==> src/rtl/core/text_terminal_output_renderer_defines.svh <==
// Assertion macros shared by the renderer RTL.
`ifndef TEXT_TERMINAL_OUTPUT_RENDERER_DEFINES_SVH
`define TEXT_TERMINAL_OUTPUT_RENDERER_DEFINES_SVH
`ifndef NO_ASSERTIONS
`define TTOR_ASSERT(lbl, clk, rst_n, prop) \
  lbl: assert property (@(posedge clk) disable iff (!rst_n) prop) \
    else $error("renderer check failed");
`define TTOR_NEVER(lbl, clk, rst_n, expr) \
  lbl: assert property (@(posedge clk) disable iff (!rst_n) !(expr)) \
    else $error("renderer forbidden condition");
`else
`define TTOR_ASSERT(lbl, clk, rst_n, prop)
`define TTOR_NEVER(lbl, clk, rst_n, expr)
`endif
`endif

==> src/rtl/core/ttor_pkg.sv <==
// Shared constants and types of the text terminal renderer.
`default_nettype none
package ttor_pkg;
  localparam int ESC_BUF_LEN = 9;
  localparam int MAX_COLS    = 255;
  localparam int MAX_ROWS    = 127;
  localparam int RES_LIMIT   = 10;

  typedef logic [7:0] char_t;

  localparam char_t CH_BS    = 8'h08;
  localparam char_t CH_TAB   = 8'h09;
  localparam char_t CH_LF    = 8'h0a;
  localparam char_t CH_CR    = 8'h0d;
  localparam char_t CH_FF    = 8'h0c;
  localparam char_t CH_ESC   = 8'h1b;
  localparam char_t CH_SPACE = 8'h20;
  localparam char_t CH_PLUS  = 8'h2b;
  localparam char_t CH_MINUS = 8'h2d;
  localparam char_t CH_ZERO  = 8'h30;
  localparam char_t CH_NINE  = 8'h39;
  localparam char_t CH_SEMI  = 8'h3b;
  localparam char_t CH_A     = 8'h41;
  localparam char_t CH_B     = 8'h42;
  localparam char_t CH_C     = 8'h43;
  localparam char_t CH_D     = 8'h44;
  localparam char_t CH_H     = 8'h48;
  localparam char_t CH_J     = 8'h4a;
  localparam char_t CH_UC_Z  = 8'h5a;
  localparam char_t CH_LC_A  = 8'h61;
  localparam char_t CH_LC_M  = 8'h6d;
  localparam char_t CH_LC_Z  = 8'h7a;
  localparam char_t CH_TILDE = 8'h7e;
  localparam char_t CH_NUL   = 8'h00;
  localparam char_t CASE_OFS = 8'h20;

  localparam logic [1:0] OP_CELL   = 2'd0;
  localparam logic [1:0] OP_SCROLL = 2'd1;
  localparam logic [1:0] OP_CLEAR  = 2'd2;
  localparam logic [1:0] OP_CURSOR = 2'd3;

  localparam logic [2:0] REG_SCREEN_COLS = 3'd0;
  localparam logic [2:0] REG_SCREEN_ROWS = 3'd1;
  localparam logic [2:0] REG_PP_ENABLE   = 3'd2;
  localparam logic [2:0] REG_NL_TO_CRNL  = 3'd3;
  localparam logic [2:0] REG_CR_TO_NL    = 3'd4;
  localparam logic [2:0] REG_DROP_CR     = 3'd5;
  localparam logic [2:0] REG_TO_UPPER    = 3'd6;

  typedef struct packed {
    char_t seq0;
    char_t seq1;
    logic  two;
    logic  drop_cand;
  } item_t;

  typedef struct packed {
    logic [7:0]  cols;
    logic [6:0]  rows;
    logic [14:0] size;
  } dims_t;

  typedef struct packed {
    logic [1:0] kind;
    logic [6:0] row;
    logic [7:0] col;
    char_t      glyph;
  } res_t;
endpackage
`default_nettype wire

==> src/rtl/core/text_terminal_output_renderer.sv <==
// Top level of the text terminal renderer: front end, queue and render engine.
// One byte in gives a run of result words ending in a cursor-update word, unless it
// is a CR that the drop-CR option discards; every word of the run carries the final
// cursor index. In the render engine a byte leaves the queue, the cursor index is split
// into row and column (one quotient bit a cycle), the action runs, the index is rebuilt
// after LF, CR or a cursor command, each tab space is written, escape characters are
// scanned by A, B, C, D and H (H scans up to the separator, then the row, then the
// column), each scroll is issued and the cursor settles, the cursor-update word is
// appended, and then each result word leaves the result buffer, waiting while the
// output stalls. A newline expanded to CR plus LF runs the divide and the action twice.
// A two-word queue lets the front end take further bytes while the engine is busy.
`default_nettype none
module text_terminal_output_renderer #(
  parameter int ESC_BUF_LEN = ttor_pkg::ESC_BUF_LEN,
  parameter int MAX_COLS    = ttor_pkg::MAX_COLS,
  parameter int MAX_ROWS    = ttor_pkg::MAX_ROWS
) (
  input  wire logic        clk_i,
  input  wire logic        rst_ni,
  input  wire logic        cfg_we_i,
  input  wire logic [2:0]  cfg_idx_i,
  input  wire logic [7:0]  cfg_data_i,
  input  wire logic        in_valid_i,
  output logic             in_ready_o,
  input  wire logic [7:0]  data_byte_i,
  output logic             out_valid_o,
  input  wire logic        out_ready_i,
  output logic [1:0]       op_kind_o,
  output logic [6:0]       cell_row_o,
  output logic [7:0]       cell_col_o,
  output logic [7:0]       glyph_o,
  output logic [14:0]      cursor_pos_o,
  output logic             last_of_run_o
);
  ttor_pkg::item_t push_item, pop_item;
  ttor_pkg::dims_t dims;
  logic            push, full, pop, q_valid;

  ttor_front #(.MAX_COLS(MAX_COLS), .MAX_ROWS(MAX_ROWS)) u_front (
    .clk_i, .rst_ni, .cfg_we_i, .cfg_idx_i, .cfg_data_i,
    .in_valid_i, .in_ready_o, .data_byte_i,
    .full_i(full), .push_o(push), .item_o(push_item), .dims_o(dims)
  );

  ttor_fifo u_fifo (
    .clk_i, .rst_ni, .push_i(push), .item_i(push_item), .full_o(full),
    .pop_i(pop), .valid_o(q_valid), .item_o(pop_item)
  );

  ttor_back #(.ESC_BUF_LEN(ESC_BUF_LEN)) u_back (
    .clk_i, .rst_ni, .dims_i(dims), .valid_i(q_valid), .item_i(pop_item),
    .pop_o(pop), .out_valid_o, .out_ready_i, .op_kind_o, .cell_row_o,
    .cell_col_o, .glyph_o, .cursor_pos_o, .last_of_run_o
  );
endmodule
`default_nettype wire

==> src/rtl/core/ttor_front.sv <==
// Front end: configuration registers, screen size and byte post-processing.
`default_nettype none
module ttor_front #(
  parameter int MAX_COLS = ttor_pkg::MAX_COLS,
  parameter int MAX_ROWS = ttor_pkg::MAX_ROWS
) (
  input  wire logic            clk_i,
  input  wire logic            rst_ni,
  input  wire logic            cfg_we_i,
  input  wire logic [2:0]      cfg_idx_i,
  input  wire logic [7:0]      cfg_data_i,
  input  wire logic            in_valid_i,
  output logic                 in_ready_o,
  input  wire logic [7:0]      data_byte_i,
  input  wire logic            full_i,
  output logic                 push_o,
  output ttor_pkg::item_t      item_o,
  output ttor_pkg::dims_t      dims_o
);
  logic [7:0]  cols_q;
  logic [6:0]  rows_q;
  logic        pp_q, nlcr_q, crnl_q, drop_q, upper_q;
  logic [7:0]  cols_eff;
  logic [6:0]  rows_eff;
  logic [14:0] size_q, size_d;
  logic [7:0]  b;

  always_ff @(posedge clk_i or negedge rst_ni) begin
    if (!rst_ni) begin
      cols_q  <= 8'd80;
      rows_q  <= 7'd25;
      pp_q    <= 1'b1;
      nlcr_q  <= 1'b1;
      crnl_q  <= 1'b0;
      drop_q  <= 1'b0;
      upper_q <= 1'b0;
      size_q  <= 15'd2000;
    end else begin
      size_q <= size_d;
      if (cfg_we_i) begin
        case (cfg_idx_i)
          ttor_pkg::REG_SCREEN_COLS: cols_q  <= cfg_data_i;
          ttor_pkg::REG_SCREEN_ROWS: rows_q  <= cfg_data_i[6:0];
          ttor_pkg::REG_PP_ENABLE:   pp_q    <= cfg_data_i[0];
          ttor_pkg::REG_NL_TO_CRNL:  nlcr_q  <= cfg_data_i[0];
          ttor_pkg::REG_CR_TO_NL:    crnl_q  <= cfg_data_i[0];
          ttor_pkg::REG_DROP_CR:     drop_q  <= cfg_data_i[0];
          ttor_pkg::REG_TO_UPPER:    upper_q <= cfg_data_i[0];
          default: ;
        endcase
      end
    end
  end

  always_comb begin
    if (cols_q == 8'd0) cols_eff = 8'd1;
    else if (int'(cols_q) > MAX_COLS) cols_eff = 8'(MAX_COLS);
    else cols_eff = cols_q;
    if (rows_q == 7'd0) rows_eff = 7'd1;
    else if (int'(rows_q) > MAX_ROWS) rows_eff = 7'(MAX_ROWS);
    else rows_eff = rows_q;
    size_d = {7'b0, cols_eff} * {8'b0, rows_eff};
  end

  assign dims_o = '{cols: cols_eff, rows: rows_eff, size: size_q};

  always_comb begin
    b = data_byte_i;
    item_o.seq0      = data_byte_i;
    item_o.seq1      = ttor_pkg::CH_LF;
    item_o.two       = 1'b0;
    item_o.drop_cand = 1'b0;
    if (pp_q) begin
      if (upper_q && b >= ttor_pkg::CH_LC_A && b <= ttor_pkg::CH_LC_Z) begin
        b = b - ttor_pkg::CASE_OFS;
      end
      item_o.seq0 = b;
      if (b == ttor_pkg::CH_LF) begin
        if (nlcr_q) begin
          item_o.seq0 = ttor_pkg::CH_CR;
          item_o.two  = 1'b1;
        end
      end else if (b == ttor_pkg::CH_CR) begin
        if (crnl_q) item_o.seq0 = ttor_pkg::CH_LF;
        else item_o.drop_cand = drop_q;
      end
    end
  end

  assign in_ready_o = !full_i;
  assign push_o     = in_valid_i && !full_i;
endmodule
`default_nettype wire

==> src/rtl/core/ttor_fifo.sv <==
// Two-word queue between the front end and the render engine.
`default_nettype none
`include "text_terminal_output_renderer_defines.svh"
module ttor_fifo (
  input  wire logic             clk_i,
  input  wire logic             rst_ni,
  input  wire logic             push_i,
  input  wire ttor_pkg::item_t  item_i,
  output logic                  full_o,
  input  wire logic             pop_i,
  output logic                  valid_o,
  output ttor_pkg::item_t       item_o
);
  ttor_pkg::item_t mem_q [2];
  logic            wp_q, rp_q;
  logic [1:0]      cnt_q;

  always_ff @(posedge clk_i or negedge rst_ni) begin
    if (!rst_ni) begin
      wp_q  <= 1'b0;
      rp_q  <= 1'b0;
      cnt_q <= 2'd0;
    end else begin
      if (push_i) wp_q <= !wp_q;
      if (pop_i) rp_q <= !rp_q;
      cnt_q <= cnt_q + {1'b0, push_i} - {1'b0, pop_i};
    end
  end

  always_ff @(posedge clk_i) begin
    if (push_i) mem_q[wp_q] <= item_i;
  end

  assign full_o  = cnt_q == 2'd2;
  assign valid_o = cnt_q != 2'd0;
  assign item_o  = mem_q[rp_q];

  `TTOR_NEVER(a_push_full, clk_i, rst_ni, push_i && full_o)
  `TTOR_NEVER(a_pop_empty, clk_i, rst_ni, pop_i && !valid_o)
endmodule
`default_nettype wire

==> src/rtl/core/ttor_back.sv <==
// Render engine: cursor divide, character actions, escape parsing, result buffer.
`default_nettype none
`include "text_terminal_output_renderer_defines.svh"
module ttor_back #(
  parameter int ESC_BUF_LEN = ttor_pkg::ESC_BUF_LEN
) (
  input  wire logic            clk_i,
  input  wire logic            rst_ni,
  input  wire ttor_pkg::dims_t dims_i,
  input  wire logic            valid_i,
  input  wire ttor_pkg::item_t item_i,
  output logic                 pop_o,
  output logic                 out_valid_o,
  input  wire logic            out_ready_i,
  output logic [1:0]           op_kind_o,
  output logic [6:0]           cell_row_o,
  output logic [7:0]           cell_col_o,
  output logic [7:0]           glyph_o,
  output logic [14:0]          cursor_pos_o,
  output logic                 last_of_run_o
);
  localparam int CNT_W = $clog2(ESC_BUF_LEN + 1);
  localparam int IDX_W = $clog2(ESC_BUF_LEN);
  localparam int RES_LIMIT = ttor_pkg::RES_LIMIT;

  typedef enum logic [8:0] {
    S_IDLE   = 9'b000000001,
    S_DIV    = 9'b000000010,
    S_EXEC   = 9'b000000100,
    S_PARSE  = 9'b000001000,
    S_TAB    = 9'b000010000,
    S_MUL    = 9'b000100000,
    S_SCROLL = 9'b001000000,
    S_FIN    = 9'b010000000,
    S_OUT    = 9'b100000000
  } state_e;

  typedef enum logic [2:0] {
    PH_SEMI = 3'b001,
    PH_WS   = 3'b010,
    PH_DIG  = 3'b100
  } phase_e;

  state_e          state_q, state_d;
  phase_e          ph_q, ph_d;
  ttor_pkg::item_t item_q, item_d;
  logic            idx_q, idx_d;
  logic [14:0]     cur_q, cur_d, np_q, np_d;
  logic [6:0]      row_q, row_d, mrow_q, mrow_d;
  logic [7:0]      col_q, col_d, mcol_q, mcol_d;
  logic [14:0]     dvd_q, dvd_d, quo_q, quo_d;
  logic [7:0]      rem_q, rem_d;
  logic [3:0]      dcnt_q, dcnt_d;
  logic [3:0]      tk_q, tk_d, tsp_q, tsp_d;
  logic [7:0]      prow_q, prow_d, pcol_q, pcol_d;
  logic            esc_act_q, esc_act_d;
  logic [CNT_W-1:0] esc_cnt_q, esc_cnt_d;
  logic [7:0]      esc_buf_q [ESC_BUF_LEN];
  logic            ebuf_we;
  ttor_pkg::char_t cmd_q, cmd_d;
  logic [CNT_W-1:0] ptr_q, ptr_d, semi_q, semi_d;
  logic [7:0]      val_q, val_d, rowv_q, rowv_d;
  logic            second_q, second_d;
  ttor_pkg::res_t  res_q [RES_LIMIT];
  logic [3:0]      n_q, n_d, rd_q, rd_d, nf;
  logic            wr_en;
  logic [3:0]      wr_idx;
  ttor_pkg::res_t  wr_res;
  logic            e_en;
  ttor_pkg::res_t  e_res;
  logic            ov_q, ov_d, last_q, last_d;
  ttor_pkg::res_t  o_q, o_d;
  logic [14:0]     pos_q, pos_d;

  ttor_pkg::char_t c, ch;
  logic [8:0]      t9, s9;
  logic            qbit, in_rng, pdone, is_ws, is_dig;
  logic [7:0]      pv, hr, hc;
  logic [11:0]     acc;
  logic [14:0]     clamp_cur;

  assign c = idx_q ? item_q.seq1 : item_q.seq0;

  always_comb begin
    state_d = state_q;  ph_d = ph_q;  item_d = item_q;  idx_d = idx_q;
    cur_d = cur_q;  np_d = np_q;  row_d = row_q;  col_d = col_q;
    mrow_d = mrow_q;  mcol_d = mcol_q;  dvd_d = dvd_q;  quo_d = quo_q;
    rem_d = rem_q;  dcnt_d = dcnt_q;  tk_d = tk_q;  tsp_d = tsp_q;
    prow_d = prow_q;  pcol_d = pcol_q;  esc_act_d = esc_act_q;
    esc_cnt_d = esc_cnt_q;  ebuf_we = 1'b0;  cmd_d = cmd_q;  ptr_d = ptr_q;
    semi_d = semi_q;  val_d = val_q;  rowv_d = rowv_q;  second_d = second_q;
    n_d = n_q;  rd_d = rd_q;  wr_en = 1'b0;  wr_idx = n_q;  wr_res = '0;
    e_en = 1'b0;  e_res = '0;  ov_d = ov_q && !out_ready_i;  last_d = last_q;
    o_d = o_q;  pos_d = pos_q;  pop_o = 1'b0;
    t9 = '0;  s9 = '0;  qbit = 1'b0;  pdone = 1'b0;  pv = val_q;
    hr = '0;  hc = '0;  acc = '0;  nf = n_q;
    clamp_cur = (cur_q >= dims_i.size) ? dims_i.size - 15'd1 : cur_q;
    in_rng = ptr_q < esc_cnt_q;
    ch = in_rng ? esc_buf_q[ptr_q[IDX_W-1:0]] : ttor_pkg::CH_NUL;
    is_ws = ch == ttor_pkg::CH_SPACE || (ch >= ttor_pkg::CH_TAB && ch <= ttor_pkg::CH_CR);
    is_dig = ch >= ttor_pkg::CH_ZERO && ch <= ttor_pkg::CH_NINE;

    case (state_q)
      S_IDLE: begin
        if (valid_i) begin
          pop_o = 1'b1;
          item_d = item_i;
          idx_d = 1'b0;
          n_d = 4'd0;
          cur_d = clamp_cur;
          dvd_d = clamp_cur;
          quo_d = '0;
          rem_d = '0;
          dcnt_d = '0;
          state_d = S_DIV;
        end
      end
      S_DIV: begin
        // one quotient bit per cycle: row = cursor / cols, col = remainder
        t9 = {rem_q, dvd_q[14]};
        if (t9 >= {1'b0, dims_i.cols}) begin
          rem_d = 8'(t9 - {1'b0, dims_i.cols});
          qbit = 1'b1;
        end else begin
          rem_d = t9[7:0];
        end
        quo_d = {quo_q[13:0], qbit};
        dvd_d = {dvd_q[13:0], 1'b0};
        dcnt_d = dcnt_q + 4'd1;
        if (dcnt_q == 4'd14) begin
          row_d = quo_d[6:0];
          col_d = rem_d;
          state_d = S_EXEC;
        end
      end
      S_EXEC: begin
        np_d = cur_q;
        state_d = S_SCROLL;
        if (!idx_q && item_q.drop_cand && col_q == 8'd0) begin
          state_d = S_IDLE;
        end else if (esc_act_q) begin
          if (c == ttor_pkg::CH_A || c == ttor_pkg::CH_B ||
              c == ttor_pkg::CH_C || c == ttor_pkg::CH_D) begin
            cmd_d = c;  ptr_d = CNT_W'(1);  ph_d = PH_WS;  val_d = '0;
            second_d = 1'b0;  state_d = S_PARSE;
          end else if (c == ttor_pkg::CH_H) begin
            cmd_d = c;  ptr_d = CNT_W'(1);  ph_d = PH_SEMI;  val_d = '0;
            second_d = 1'b0;  state_d = S_PARSE;
          end else if (c == ttor_pkg::CH_J) begin
            e_en = 1'b1;  e_res.kind = ttor_pkg::OP_CLEAR;
            esc_act_d = 1'b0;  esc_cnt_d = '0;
          end else if (c == ttor_pkg::CH_LC_M ||
                       (c >= ttor_pkg::CH_A && c <= ttor_pkg::CH_UC_Z) ||
                       (c >= ttor_pkg::CH_LC_A && c <= ttor_pkg::CH_LC_Z)) begin
            esc_act_d = 1'b0;  esc_cnt_d = '0;
          end else if (int'(esc_cnt_q) < ESC_BUF_LEN) begin
            ebuf_we = 1'b1;
            esc_cnt_d = esc_cnt_q + CNT_W'(1);
          end
        end else if (c == ttor_pkg::CH_LF) begin
          mrow_d = row_q + 7'd1;  mcol_d = col_q;  state_d = S_MUL;
        end else if (c == ttor_pkg::CH_CR) begin
          mrow_d = row_q;  mcol_d = 8'd0;  state_d = S_MUL;
        end else if (c == ttor_pkg::CH_BS) begin
          np_d = (cur_q == 15'd0) ? 15'd0 : cur_q - 15'd1;
        end else if (c == ttor_pkg::CH_TAB) begin
          tk_d = 4'd0;  tsp_d = 4'd8 - {1'b0, col_q[2:0]};
          prow_d = {1'b0, row_q};  pcol_d = col_q;  state_d = S_TAB;
        end else if (c == ttor_pkg::CH_FF) begin
          e_en = 1'b1;  e_res.kind = ttor_pkg::OP_CLEAR;
        end else if (c == ttor_pkg::CH_ESC) begin
          esc_act_d = 1'b1;  esc_cnt_d = '0;
        end else if (c >= ttor_pkg::CH_SPACE && c <= ttor_pkg::CH_TILDE) begin
          e_en = 1'b1;
          e_res = '{kind: ttor_pkg::OP_CELL, row: row_q, col: col_q, glyph: c};
          np_d = cur_q + 15'd1;
        end
      end
      S_PARSE: begin
        acc = {4'b0, val_q} * 12'd10 + {8'b0, ch[3:0]};
        case (ph_q)
          PH_SEMI: begin
            if (!in_rng || ch == ttor_pkg::CH_NUL) begin
              esc_act_d = 1'b0;  esc_cnt_d = '0;  np_d = cur_q;  state_d = S_SCROLL;
            end else if (ch == ttor_pkg::CH_SEMI) begin
              semi_d = ptr_q;  ptr_d = CNT_W'(1);  ph_d = PH_WS;  val_d = '0;
            end else begin
              ptr_d = ptr_q + CNT_W'(1);
            end
          end
          PH_WS: begin
            if (!in_rng) begin
              pdone = 1'b1;  pv = '0;
            end else if (is_ws) begin
              ptr_d = ptr_q + CNT_W'(1);
            end else if (is_dig) begin
              val_d = {4'b0, ch[3:0]};  ptr_d = ptr_q + CNT_W'(1);  ph_d = PH_DIG;
            end else begin
              pdone = 1'b1;  pv = '0;
            end
          end
          PH_DIG: begin
            if (in_rng && is_dig) begin
              val_d = (acc > 12'd255) ? 8'd255 : acc[7:0];
              ptr_d = ptr_q + CNT_W'(1);
            end else begin
              pdone = 1'b1;  pv = val_q;
            end
          end
          default: state_d = S_IDLE;
        endcase
        if (pdone) begin
          if (cmd_q == ttor_pkg::CH_H && !second_q) begin
            // row parsed; parse the column after the separator
            rowv_d = pv;  ptr_d = semi_q + CNT_W'(1);  second_d = 1'b1;
            ph_d = PH_WS;  val_d = '0;
          end else begin
            mrow_d = row_q;  mcol_d = col_q;
            if (cmd_q == ttor_pkg::CH_A) begin
              mrow_d = (pv > {1'b0, row_q}) ? 7'd0 : 7'({1'b0, row_q} - pv);
            end else if (cmd_q == ttor_pkg::CH_B) begin
              s9 = {2'b0, row_q} + {1'b0, pv};
              mrow_d = (s9 > {2'b0, dims_i.rows} - 9'd1) ? dims_i.rows - 7'd1 : s9[6:0];
            end else if (cmd_q == ttor_pkg::CH_C) begin
              s9 = {1'b0, col_q} + {1'b0, pv};
              mcol_d = (s9 > {1'b0, dims_i.cols} - 9'd1) ? dims_i.cols - 8'd1 : s9[7:0];
            end else if (cmd_q == ttor_pkg::CH_D) begin
              mcol_d = (pv > col_q) ? 8'd0 : col_q - pv;
            end else begin
              hr = (rowv_q == 8'd0) ? 8'd0 : rowv_q - 8'd1;
              hc = (pv == 8'd0) ? 8'd0 : pv - 8'd1;
              mrow_d = (hr > {1'b0, dims_i.rows} - 8'd1) ? dims_i.rows - 7'd1 : hr[6:0];
              mcol_d = (hc > dims_i.cols - 8'd1) ? dims_i.cols - 8'd1 : hc;
            end
            esc_act_d = 1'b0;  esc_cnt_d = '0;  state_d = S_MUL;
          end
        end
      end
      S_TAB: begin
        if (prow_q < {1'b0, dims_i.rows}) begin
          e_en = 1'b1;
          e_res = '{kind: ttor_pkg::OP_CELL, row: prow_q[6:0], col: pcol_q,
                    glyph: ttor_pkg::CH_SPACE};
        end
        if (pcol_q == dims_i.cols - 8'd1) begin
          pcol_d = 8'd0;  prow_d = prow_q + 8'd1;
        end else begin
          pcol_d = pcol_q + 8'd1;
        end
        tk_d = tk_q + 4'd1;
        if (tk_q == tsp_q - 4'd1) begin
          np_d = cur_q + {11'b0, tsp_q};
          state_d = S_SCROLL;
        end
      end
      S_MUL: begin
        np_d = {8'b0, mrow_q} * {7'b0, dims_i.cols} + {7'b0, mcol_q};
        state_d = S_SCROLL;
      end
      S_SCROLL: begin
        if (np_q >= dims_i.size) begin
          e_en = 1'b1;  e_res.kind = ttor_pkg::OP_SCROLL;
          np_d = np_q - {7'b0, dims_i.cols};
        end else begin
          cur_d = np_q;
          if (!idx_q && item_q.two) begin
            idx_d = 1'b1;  dvd_d = np_q;  quo_d = '0;  rem_d = '0;  dcnt_d = '0;
            state_d = S_DIV;
          end else begin
            state_d = S_FIN;
          end
        end
      end
      S_FIN: begin
        nf = (n_q >= 4'(RES_LIMIT)) ? 4'(RES_LIMIT - 1) : n_q;
        wr_en = 1'b1;  wr_idx = nf;
        wr_res = '{kind: ttor_pkg::OP_CURSOR, row: 7'd0, col: 8'd0, glyph: 8'd0};
        n_d = nf + 4'd1;  rd_d = 4'd0;  state_d = S_OUT;
      end
      S_OUT: begin
        if (!ov_q || out_ready_i) begin
          ov_d = 1'b1;  o_d = res_q[rd_q];  pos_d = cur_q;
          last_d = rd_q == n_q - 4'd1;  rd_d = rd_q + 4'd1;
          if (rd_q == n_q - 4'd1) state_d = S_IDLE;
        end
      end
      default: state_d = S_IDLE;
    endcase

    // drop results past the buffer limit; the cursor word still gets a slot
    if (e_en && n_q < 4'(RES_LIMIT)) begin
      wr_en = 1'b1;  wr_idx = n_q;  wr_res = e_res;  n_d = n_q + 4'd1;
    end
  end

  always_ff @(posedge clk_i or negedge rst_ni) begin
    if (!rst_ni) begin
      state_q   <= S_IDLE;
      ph_q      <= PH_WS;
      idx_q     <= 1'b0;
      cur_q     <= '0;
      esc_act_q <= 1'b0;
      esc_cnt_q <= '0;
      n_q       <= '0;
      rd_q      <= '0;
      ov_q      <= 1'b0;
      second_q  <= 1'b0;
    end else begin
      state_q   <= state_d;
      ph_q      <= ph_d;
      idx_q     <= idx_d;
      cur_q     <= cur_d;
      esc_act_q <= esc_act_d;
      esc_cnt_q <= esc_cnt_d;
      n_q       <= n_d;
      rd_q      <= rd_d;
      ov_q      <= ov_d;
      second_q  <= second_d;
    end
  end

  always_ff @(posedge clk_i) begin
    item_q <= item_d;  np_q <= np_d;  row_q <= row_d;  col_q <= col_d;
    mrow_q <= mrow_d;  mcol_q <= mcol_d;  dvd_q <= dvd_d;  quo_q <= quo_d;
    rem_q <= rem_d;  dcnt_q <= dcnt_d;  tk_q <= tk_d;  tsp_q <= tsp_d;
    prow_q <= prow_d;  pcol_q <= pcol_d;  cmd_q <= cmd_d;  ptr_q <= ptr_d;
    semi_q <= semi_d;  val_q <= val_d;  rowv_q <= rowv_d;
    last_q <= last_d;  o_q <= o_d;  pos_q <= pos_d;
    if (ebuf_we) esc_buf_q[esc_cnt_q[IDX_W-1:0]] <= c;
    if (wr_en) res_q[wr_idx] <= wr_res;
  end

  assign out_valid_o   = ov_q;
  assign op_kind_o     = o_q.kind;
  assign cell_row_o    = o_q.row;
  assign cell_col_o    = o_q.col;
  assign glyph_o       = o_q.glyph;
  assign cursor_pos_o  = pos_q;
  assign last_of_run_o = last_q;

  `TTOR_ASSERT(a_res_count, clk_i, rst_ni, n_q <= 4'(RES_LIMIT))
  `TTOR_ASSERT(a_last_cursor, clk_i, rst_ni, out_valid_o && last_of_run_o |-> op_kind_o == ttor_pkg::OP_CURSOR)
  `TTOR_ASSERT(a_esc_count, clk_i, rst_ni, int'(esc_cnt_q) <= ESC_BUF_LEN)
endmodule
`default_nettype wire
==> config.mk <==
export PLATFORM = sky130hd
export DESIGN_NAME = text_terminal_output_renderer
export DESIGN_NICKNAME = d
export VERILOG_FILES = /design/src/rtl/core/ttor_pkg.sv /design/src/rtl/core/text_terminal_output_renderer.sv /design/src/rtl/core/ttor_front.sv /design/src/rtl/core/ttor_fifo.sv /design/src/rtl/core/ttor_back.sv
export VERILOG_INCLUDE_DIRS = /design/src /design/src/rtl/core
export SDC_FILE = /design/constraint.sdc
export NUM_CORES = 2
export LEC_CHECK = 0
export BUFFER_PORTS_ARGS = -buffer_cell sky130_fd_sc_hd__buf_2
export CORE_ASPECT_RATIO = 0.5
export CORE_MARGIN = 2
export CORE_UTILIZATION = 60
export CTS_CLUSTER_DIAMETER = 30
export DETAILED_ROUTE_END_ITERATION = 10
export PLACE_DENSITY = 0.87
export REMOVE_ABC_BUFFERS = 1
export SLEW_MARGIN = 40
export SYNTH_ARGS = -nofsm -noshare
export SYNTH_HDL_FRONTEND = slang
export SYNTH_HIERARCHICAL = 1
export SYNTH_SLANG_ARGS = --single-unit
==> constraint.sdc <==
create_clock -name clk_i -period 12.5 [get_ports clk_i]
set_clock_uncertainty 0.1 [all_clocks]
set_input_delay 2.5 -clock clk_i [delete_from_list [all_inputs] [get_ports clk_i]]
set_output_delay 2.5 -clock clk_i [all_outputs]
set_load 0.005 [all_outputs]
## Yosys cells after proc, flatten, opt, wreduce, memory -nomap -nowiden

Memories as Yosys holds them, arrays and structs flattened. A register that Yosys moved wholly into a read port is not among the register bits.
Cells that the tools add are included.

- Word-level logic and storage cells: 562
- Output and inout bits: 43
- Bits of input ports: 24
- RAM bits: 342
- Bits in latches: 0
- Register bits after elaboration: 240
- Bits in read-only memories: 0
- Memories: 3

- Bitwise gates (word level): 6
- Order comparisons: 27
- $mul: 3
- Reduce and logical (&&, ||, !) cells: 77
- Equality and inequality tests: 78
- Add/sub/neg operators: 36
- Multiplexer cells: 290
- Shifts and indexed selects: 0
- Divide/modulo/power cells: 0

Memories:

| memory | words | width | rd ports | clocked after Yosys merged registers in | write ports | RTL line | source |
|---|---|---|---|---|---|---|---|
| u_back.res_q | 10 | 25 | 1 | 1 | 1 | ttor_back.sv:64 | `ttor_pkg::res_t res_q [RES_LIMIT];` |
| u_back.esc_buf_q | 9 | 8 | 1 | 1 | 1 | ttor_back.sv:58 | `logic [7:0] esc_buf_q [ESC_BUF_LEN];` |
| u_fifo.mem_q | 2 | 10 | 1 | 1 | 1 | ttor_fifo.sv:14 | `ttor_pkg::item_t mem_q [2];` |

Operators by type and width:

| cell | number |
|---|---|
| two-way mux 8 bit | 64 |
| two-way mux 15 bit | 19 |
| two-way mux 4 bit | 44 |
| two-way mux 25 bit | 7 |
| two-way mux 9 bit | 15 |
| two-way mux 23 bit | 5 |
| two-way mux 7 bit | 16 |
| equality test 8 x 7 -> 1 bit, second input constant | 12 |
| one-hot mux 9 bit (9 select lines) | 1 |
| one-hot mux 15 bit (5 select lines) | 1 |
| two-way mux 1 bit | 71 |
| one-hot mux 8 bit (2 select lines) | 4 |
| equality test 8 x 4 -> 1 bit, second input constant | 7 |
| one-hot mux 8 bit (3 select lines) | 2 |
| one-hot mux 23 bit (2 select lines) | 1 |
| one-hot mux 15 bit (3 select lines) | 1 |
| logical NOT 8 bit | 5 |
| one-hot mux 4 bit (2 select lines) | 5 |
| two-way mux 3 bit | 11 |
| adder 4 x 1 -> 4 bit, second input constant | 8 |
| <= comparator 8 x 7 -> 1 bit, second input constant | 4 |
| >= comparator 15 bit | 2 |
| one-hot mux 15 bit (2 select lines) | 1 |
| subtractor 15 x 1 -> 15 bit, second input constant | 2 |
| 90 further kinds | 209 |

## Longest topological paths before layout

- Depth in word-level cells: 20
- Gate-level depth with buffers: 32
- Depth with buffers taken out: 29

## Cells and area by module

The synthesis kept the hierarchy.

Modules (own cells, without submodules):

| module | seq. area each (µm²) | times used | area an instance (µm²) | cells an instance |
|---|---|---|---|---|
| ttor_back | 16623.4 | 1 | 32997.9 | 2846 |
| ttor_front | 892.1 | 1 | 3338.2 | 332 |
| ttor_fifo | 1181.1 | 1 | 1547.7 | 71 |

## Worst setup path after synthesis

OpenSTA, ideal clock, no wires.

- Path kind: reg2reg
- Start: reg u_front.rows_q[2]
- End: mem u_back/res_q[2][0] (netlist name) (enable)
- Required time: 11.930 ns
- Period minus slack after synthesis: 6.135 ns
- Buffers on the path: 2
- Path slack: 6.365 ns
- Setup time: 0.470 ns
- Cell stages (with the launch flop): 15
- Arrival: 5.565 ns
- Cell sequence: dfrtp_1 -> clkbuf_1 -> nor4_1 -> a21o_1 -> nand2b_1 -> a21o_1 -> a21o_1 -> a21o_1 -> a21o_1 -> a21o_1 -> a2111oi_4 -> o21a_1 -> nor3_1 -> clkbuf_1 -> nor4_1

RTL lines:

| what | RTL line | source |
|---|---|---|
| start, declared | ttor_front.sv:21 | `logic [6:0] rows_q;` |
| start signal, assigned | ttor_front.sv:43 | `ttor_pkg::REG_SCREEN_ROWS: rows_q <= cfg_data_i[6:0];` |
| end, declared | ttor_back.sv:64 |  |

## Final worst setup path

- Start: reg u_back.esc_cnt_q[1]
- End: reg u_back.mcol_q[6], data pin

- Longest elaborated chain between the ends: 20
- Elaborated cells on any way between the ends: 33
- Those cells by class: 3 x add/sub; 8 x order compare; 1 x eq/ne; 17 x mux; 4 x reduce/logical

Ends and longest elaborated chain:

| what | RTL line | source |
|---|---|---|
| start, declared | ttor_back.sv:57 | `logic [CNT_W-1:0] esc_cnt_q, esc_cnt_d;` |
| start signal, assigned | ttor_back.sv:314 | `esc_cnt_q <= esc_cnt_d;` |
| < comparator 4 bit (*) | ttor_back.sv:98 | `in_rng = ptr_q < esc_cnt_q;` |
| two-way mux 8 bit | ttor_back.sv:99 | `ch = in_rng ? esc_buf_q[ptr_q[IDX_W-1:0]] : ttor_pkg::CH_NUL;` |
| >= comparator 8 x 6 -> 1 bit, or another cell as far along | ttor_back.sv:101 | `is_dig = ch >= ttor_pkg::CH_ZERO && ch <= ttor_pkg::CH_NINE;` |
| logical AND 1 bit (on tied branches) | ttor_back.sv:101, ttor_back.sv:100 |  |
| two-way mux 8 bit or logical OR 1 bit (tied branches) | ttor_back.sv:196, ttor_back.sv:100 |  |
| two-way mux 8 bit | ttor_back.sv:194 | `end else if (is_ws) begin` |
| two-way mux 8 bit (*) | ttor_back.sv:192 | `if (!in_rng) begin` |
| two-way mux 8 bit (*) | - |  |
| [5 not listed] | - |  |
| two-way mux 8 bit | ttor_back.sv:227 | `end else if (cmd_q == ttor_pkg::CH_D) begin` |
| two-way mux 8 bit (*) | ttor_back.sv:224 | `end else if (cmd_q == ttor_pkg::CH_C) begin` |
| two-way mux 8 bit (*) | ttor_back.sv:221 | `end else if (cmd_q == ttor_pkg::CH_B) begin` |
| two-way mux 8 bit (*) | ttor_back.sv:219 | `if (cmd_q == ttor_pkg::CH_A) begin` |
| two-way mux 8 bit (*) | ttor_back.sv:213 | `if (cmd_q == ttor_pkg::CH_H && !second_q) begin` |
| two-way mux 8 bit (*) | ttor_back.sv:212 | `if (pdone) begin` |
| one-hot mux 8 bit (2 select lines) (*) | ttor_back.sv:103 | `case (state_q)` |
| named net u_back.mcol_d[6] | ttor_back.sv:50 | `logic [7:0] col_q, col_d, mcol_q, mcol_d;` |
| end signal, assigned | ttor_back.sv:324 | `mrow_q <= mrow_d; mcol_q <= mcol_d; dvd_q <= dvd_d; quo_q <= quo_d;` |
| end, declared | ttor_back.sv:50 |  |

The timed path passes the listed nets; every way through them passes the cells marked *. The select of a mux whose other input is x is not followed.
A chain may end at the register's enable or synchronous reset.

==> flow_results.xml <==
<?xml version="1.0" encoding="UTF-8"?>
<metrics>
  <group name="sta">
    <metric name="grt_setup_unrepaired" unit="">false</metric>
    <metric name="worstMarginPinSlew" unit="ns">0.9004</metric>
    <metric name="hold_viol" unit="">0</metric>
    <metric name="clock.fmax" unit="MHz">127.7</metric>
    <metric name="timing.final.max_slew_violations" unit="">0</metric>
    <metric name="layout_worst_path_cycle_share" unit="">0.6263</metric>
    <metric name="timing.setup.tns" unit="ns">0</metric>
    <metric name="finalWorstPathRequiredPeriod" unit="ns">7.829</metric>
    <metric name="final-setup-viol-count" unit="">0</metric>
    <metric name="worst_slew_margin_rel" unit="">0.3842</metric>
  </group>
  <group name="clock_network">
    <metric name="clkLatencyLatePin" unit="ns">0.68</metric>
    <metric name="h-tree-depth" unit="">3</metric>
    <metric name="clk_pin_slew_worst_paths" unit="ns">0.06</metric>
    <metric name="tritoncts" unit="">done</metric>
    <metric name="cts_setup_buffers" unit="">0</metric>
    <metric name="count_of_hold_buffers_inserted_by_post_cts_repair" unit="">0</metric>
    <metric name="cts_max_path_buffers" unit="">3</metric>
    <metric name="post_cts.resized_instances" unit="">0</metric>
    <metric name="clk_root_buffer_cell" unit="">sky130_fd_sc_hd__clkbuf_16</metric>
    <metric name="cts-buffers-inserted" unit="">85</metric>
    <metric name="clkSinkCount" unit="">637</metric>
  </group>
  <group name="routing">
    <metric name="drc" unit="">0</metric>
    <metric name="routedWlPerCell" unit="µm">24.90</metric>
    <metric name="postRouteAntennaNets" unit="">0</metric>
    <metric name="route.detailed.vias_per_inst" unit="">6.688</metric>
    <metric name="number_of_design_rule_violations_left_by_the_first_detailed_router_iteration" unit="">4123</metric>
    <metric name="drt-pass1-iter-count" unit="">6</metric>
    <metric name="num_vias" unit="">28210</metric>
    <metric name="totalWireLength" unit="µm">105000</metric>
  </group>
  <group name="logic_synthesis">
    <metric name="sequential_fraction_of_the_synthesis_area" unit="">0.4935</metric>
    <metric name="syn_avg_cell_area" unit="µm²">11.66</metric>
    <metric name="synthMostInstantiatedCell" unit="">sky130_fd_sc_hd__edfxtp_1</metric>
    <metric name="most_used_flip_flop_cell_after_synthesis" unit="">sky130_fd_sc_hd__edfxtp_1</metric>
    <metric name="post_synthesis_share_of_cell_area_spent_on_and_or_nand_and_nor_gates" unit="">0.1204</metric>
    <metric name="synthDominantCellAreaShare" unit="">0.4368</metric>
    <metric name="ys_top_cells_by_count" unit="">551 x sky130_fd_sc_hd__edfxtp_1, 248 x sky130_fd_sc_hd__ha_1, 216 x sky130_fd_sc_hd__nor2_1</metric>
    <metric name="yosys_register_bits" unit="">637</metric>
    <metric name="asyncSetResetFlopFracSynth" unit="">0.1287</metric>
    <metric name="synthAdderAreaFrac" unit="">0.1215</metric>
    <metric name="post_synth_instance_area" unit="µm²">37880</metric>
    <metric name="synth_compound_area_frac" unit="">0.1193</metric>
    <metric name="number_of_enable_flip_flop_cells_after_synthesis" unit="">551</metric>
    <metric name="post_synth_xor_area_fraction" unit="">0.03554</metric>
    <metric name="synthesis.yosys.warnings" unit="">6</metric>
    <metric name="netlist_top_cells_area" unit="">sky130_fd_sc_hd__edfxtp_1 44%, sky130_fd_sc_hd__ha_1 8.2%, sky130_fd_sc_hd__dfrtp_1 4.4%</metric>
    <metric name="synth.area.mux_share" unit="">0.06992</metric>
    <metric name="synth_cells" unit="">3249</metric>
    <metric name="synth_top_family_by_area" unit="">adder cells</metric>
    <metric name="synth_largest_area_cell" unit="">sky130_fd_sc_hd__edfxtp_1</metric>
    <metric name="yosysUniqueCellTypes" unit="">108</metric>
  </group>
  <group name="power_and_ir_drop">
    <metric name="clkPwrFrac" unit="">0.294</metric>
    <metric name="p_int" unit="µW">5240</metric>
    <metric name="p_seq_frac" unit="">0.350</metric>
    <metric name="powerDensity" unit="nW/µm²">199.7</metric>
    <metric name="sw_power" unit="µW">3169</metric>
    <metric name="design_power_total" unit="µW">8410</metric>
    <metric name="power_leakage" unit="µW">0.01614</metric>
    <metric name="ir_drop" unit="mV">0.2273</metric>
    <metric name="swShare" unit="">0.3769</metric>
    <metric name="comb_power_share" unit="">0.356</metric>
  </group>
  <group name="global_route">
    <metric name="gr-total-overflow" unit="">0</metric>
    <metric name="antenna_violations_before_repair" unit="">6</metric>
    <metric name="gr-usage-all-layers" unit="">0.3210</metric>
    <metric name="vias_in_the_first_global_route" unit="">27770</metric>
    <metric name="grt_first_pass_wirelength" unit="µm">161400</metric>
    <metric name="maximum_number_of_pins_on_one_net_before_global_route_repair" unit="">53</metric>
  </group>
  <group name="floorplanning">
    <metric name="pin_count" unit="">67</metric>
    <metric name="die_area" unit="µm²">65290</metric>
    <metric name="die_x" unit="µm">359.4</metric>
    <metric name="core_area" unit="µm²">62700</metric>
    <metric name="starting_density" unit="">0.6042</metric>
    <metric name="standard_cell_rows" unit="">65</metric>
    <metric name="die_h" unit="µm">181.7</metric>
  </group>
  <group name="final_layout">
    <metric name="layout.area.seq" unit="µm²">18710</metric>
    <metric name="utilization" unit="">0.6716</metric>
    <metric name="fill_cells" unit="">4206</metric>
    <metric name="multi_input_comb_area" unit="µm²">17930</metric>
    <metric name="fraction_of_layout_instances_using_a_drive_strength_above_1" unit="">0.1340</metric>
    <metric name="layout-area-overhead-vs-synth" unit="%">11.17</metric>
    <metric name="finalNetCount" unit="">3658</metric>
  </group>
  <group name="worst_hold_path">
    <metric name="worst_hold_path_type" unit="">register to register</metric>
  </group>
  <group name="setup_path">
    <metric name="end_kind" unit="">register</metric>
    <metric name="critical_path_class" unit="">register to register</metric>
    <metric name="ff2ff_setup_slack" unit="ns">4.67</metric>
    <metric name="worst-path-max-fanout" unit="">13</metric>
    <metric name="timing.critical_path.arrival" unit="ns">8.12</metric>
    <metric name="timing.critical_path.cells" unit="">inv_1 -&gt; ha_1 -&gt; a2111oi_0 -&gt; o21ai_0 -&gt; or2_2 -&gt; o32a_1 -&gt; o211ai_2 -&gt; nand2_1 -&gt; inv_1 -&gt; ha_1 -&gt; inv_1 -&gt; fa_1 -&gt; o21ai_0 -&gt; a21oi_1 -&gt; o21bai_1 -&gt; xnor2_1 -&gt; ha_1 -&gt; o21ai_0 -&gt; a21oi_1 -&gt; o41ai_1 -&gt; a21oi_2 -&gt; mux2_2 -&gt; a221oi_1 -&gt; a21oi_1</metric>
    <metric name="critPathLaunchType" unit="">register</metric>
    <metric name="critical-path-max-stage-delay" unit="ns">0.79</metric>
    <metric name="critPathRequiredTime" unit="ns">12.79</metric>
    <metric name="critPathSlowestCell" unit="">sky130_fd_sc_hd__a2111oi_0</metric>
  </group>
  <group name="placed_design">
    <metric name="place_hpwl" unit="µm">69370</metric>
    <metric name="portBuffers" unit="">66</metric>
    <metric name="place_congestion" unit="">0.9725</metric>
  </group>
  <group name="flow_run">
    <metric name="drv.max_cap_violation_count" unit="">0</metric>
  </group>
  <group name="status">
    <metric name="outcome" unit="">complete, no violations</metric>
  </group>
</metrics>
worst paths after layout:
| kind | startpoint | to | cells past startpoint |
|---|---|---|---|
| min reg2reg | u_back/quo_q[3] | u_back/row_q[4] | 0 |
| min | u_back/quo_q[3] | u_back/row_q[4] | 0 |
| max | u_back/esc_cnt_q[1] | u_back/mcol_q[6] | 24 |
| max reg2reg | u_back/esc_cnt_q[1] | u_back/mcol_q[6] | 24 |
| max in group asynchronous | rst_ni | u_back/rd_q[0] | 2 |
| min in group asynchronous | rst_ni | u_front/cols_q[0] | 1 |
cells in the final DEF (no fill, tap or decap), types with 56 or more instances in the layout:
master,instances
sky130_fd_sc_hd__a21oi_1,176
sky130_fd_sc_hd__and2_1,100
sky130_fd_sc_hd__buf_2,65
sky130_fd_sc_hd__clkbuf_16,85
sky130_fd_sc_hd__dfrtp_1,62
sky130_fd_sc_hd__edfxtp_1,551
sky130_fd_sc_hd__fa_1,75
sky130_fd_sc_hd__ha_1,248
sky130_fd_sc_hd__inv_1,213
sky130_fd_sc_hd__mux2i_1,70
sky130_fd_sc_hd__mux4_2,57
sky130_fd_sc_hd__nand2_1,198
sky130_fd_sc_hd__nand3_1,56
sky130_fd_sc_hd__nor2_1,209
sky130_fd_sc_hd__nor2b_1,56
sky130_fd_sc_hd__nor3_1,78
sky130_fd_sc_hd__o21ai_0,139
sky130_fd_sc_hd__xnor2_1,102
through the flow:
step | worst slack (ns) | std cells | area [µm²] | hold WS (ns)
2_1_floorplan | 5.826 | 3108 | 37240 | 0.3003
3_3_place_gp | 4.690 | 4061 | 39110 | 0.3211
3_5_place_dp | 5.124 | 4061 | 39160 | 0.3269
4_1_cts | 4.876 | 4217 | 42080 | 0.3472
5_1_grt | 4.429 | 4217 | 42110 | 0.3570
6_report | 4.671 | 4218 | 42110 | 0.3497
logic make-up (layout without fill, tap and decap cells):
kind of cell	after synthesis	count (layout)
AND/OR/NAND/NOR	901	901
buffers and inverters	369	485
multiplexers	182	182
AO/OA/AOI/OAI	682	682
XOR/XNOR	152	152
flip-flops	637	637
other	3	19
adder cells (fa/ha/maj)	323	323
metal layers:
layer	share of wire	wire length, µm	up-vias	GRT usage
met4	0.038	4015	12	0.1239
met2	0.45	47310	2002	0.5038
met3	0.13	13470	366	0.09065
li1	-	-	12120	-
met1	0.38	40170	13710	0.4275
met5	0.00072	76	-	0
sequential cells by signal (all words and copies together) (netlist names), 8 cells and up, named ones only:
name / flops
u_back/mcol_q: 8
u_front/size_q: 15
u_back/rowv_q: 8
u_back/cell_col_o: 8
u_back/item_q: 18
u_back/col_q: 8
u_back/pcol_q: 8
u_back/res_q: 250
u_back/glyph_o: 8
u_back/prow_q: 8
u_fifo/mem_q: 36
u_back/esc_buf_q: 72
u_back/np_q: 15
u_back/cmd_q: 8
u_back/dvd_q: 15
u_front/cols_q: 8
u_back/cursor_pos_o: 15
u_back/val_q: 8
u_back/cur_q: 15
u_back/state_q: 9
u_back/rem_q: 8
layout make-up:
type / instances / area share
Clock buffer: 96 / 0.05149
Clock inverter: 60 / 0.01780
Inverter: 213 / 0.01898
Tap cell: 837 / 0.02487
Antenna cell: 1 / 0.00005942
Multi-Input combinational cell: 2258 / 0.4257
Timing Repair Buffer: 116 / 0.01690
Sequential cell: 637 / 0.4442
power groups by stage:
stage	sequential (µW)	clock, µW	combinational [µW]
floorplan	2870	0	2020
global placement	2950	0	2730
detailed placement	2960	0	2850
CTS	2930	2480	2900
global route	2960	2570	3260
finish	2950	2470	2990
worst max-delay path: cells and delay by family, from the launching register on:
kind                       cells  cell delay [ns]
and+or+nand+nor                2             0.76
AOI/OAI and AO/OA             13             3.96
DFF                            1             0.42
adders and majority gates      4             1.28
buffers and inverters          3             0.50
xor gates and xnor gates       1             0.13
muxes                          1             0.41
(Power assumes the default switching activity.)
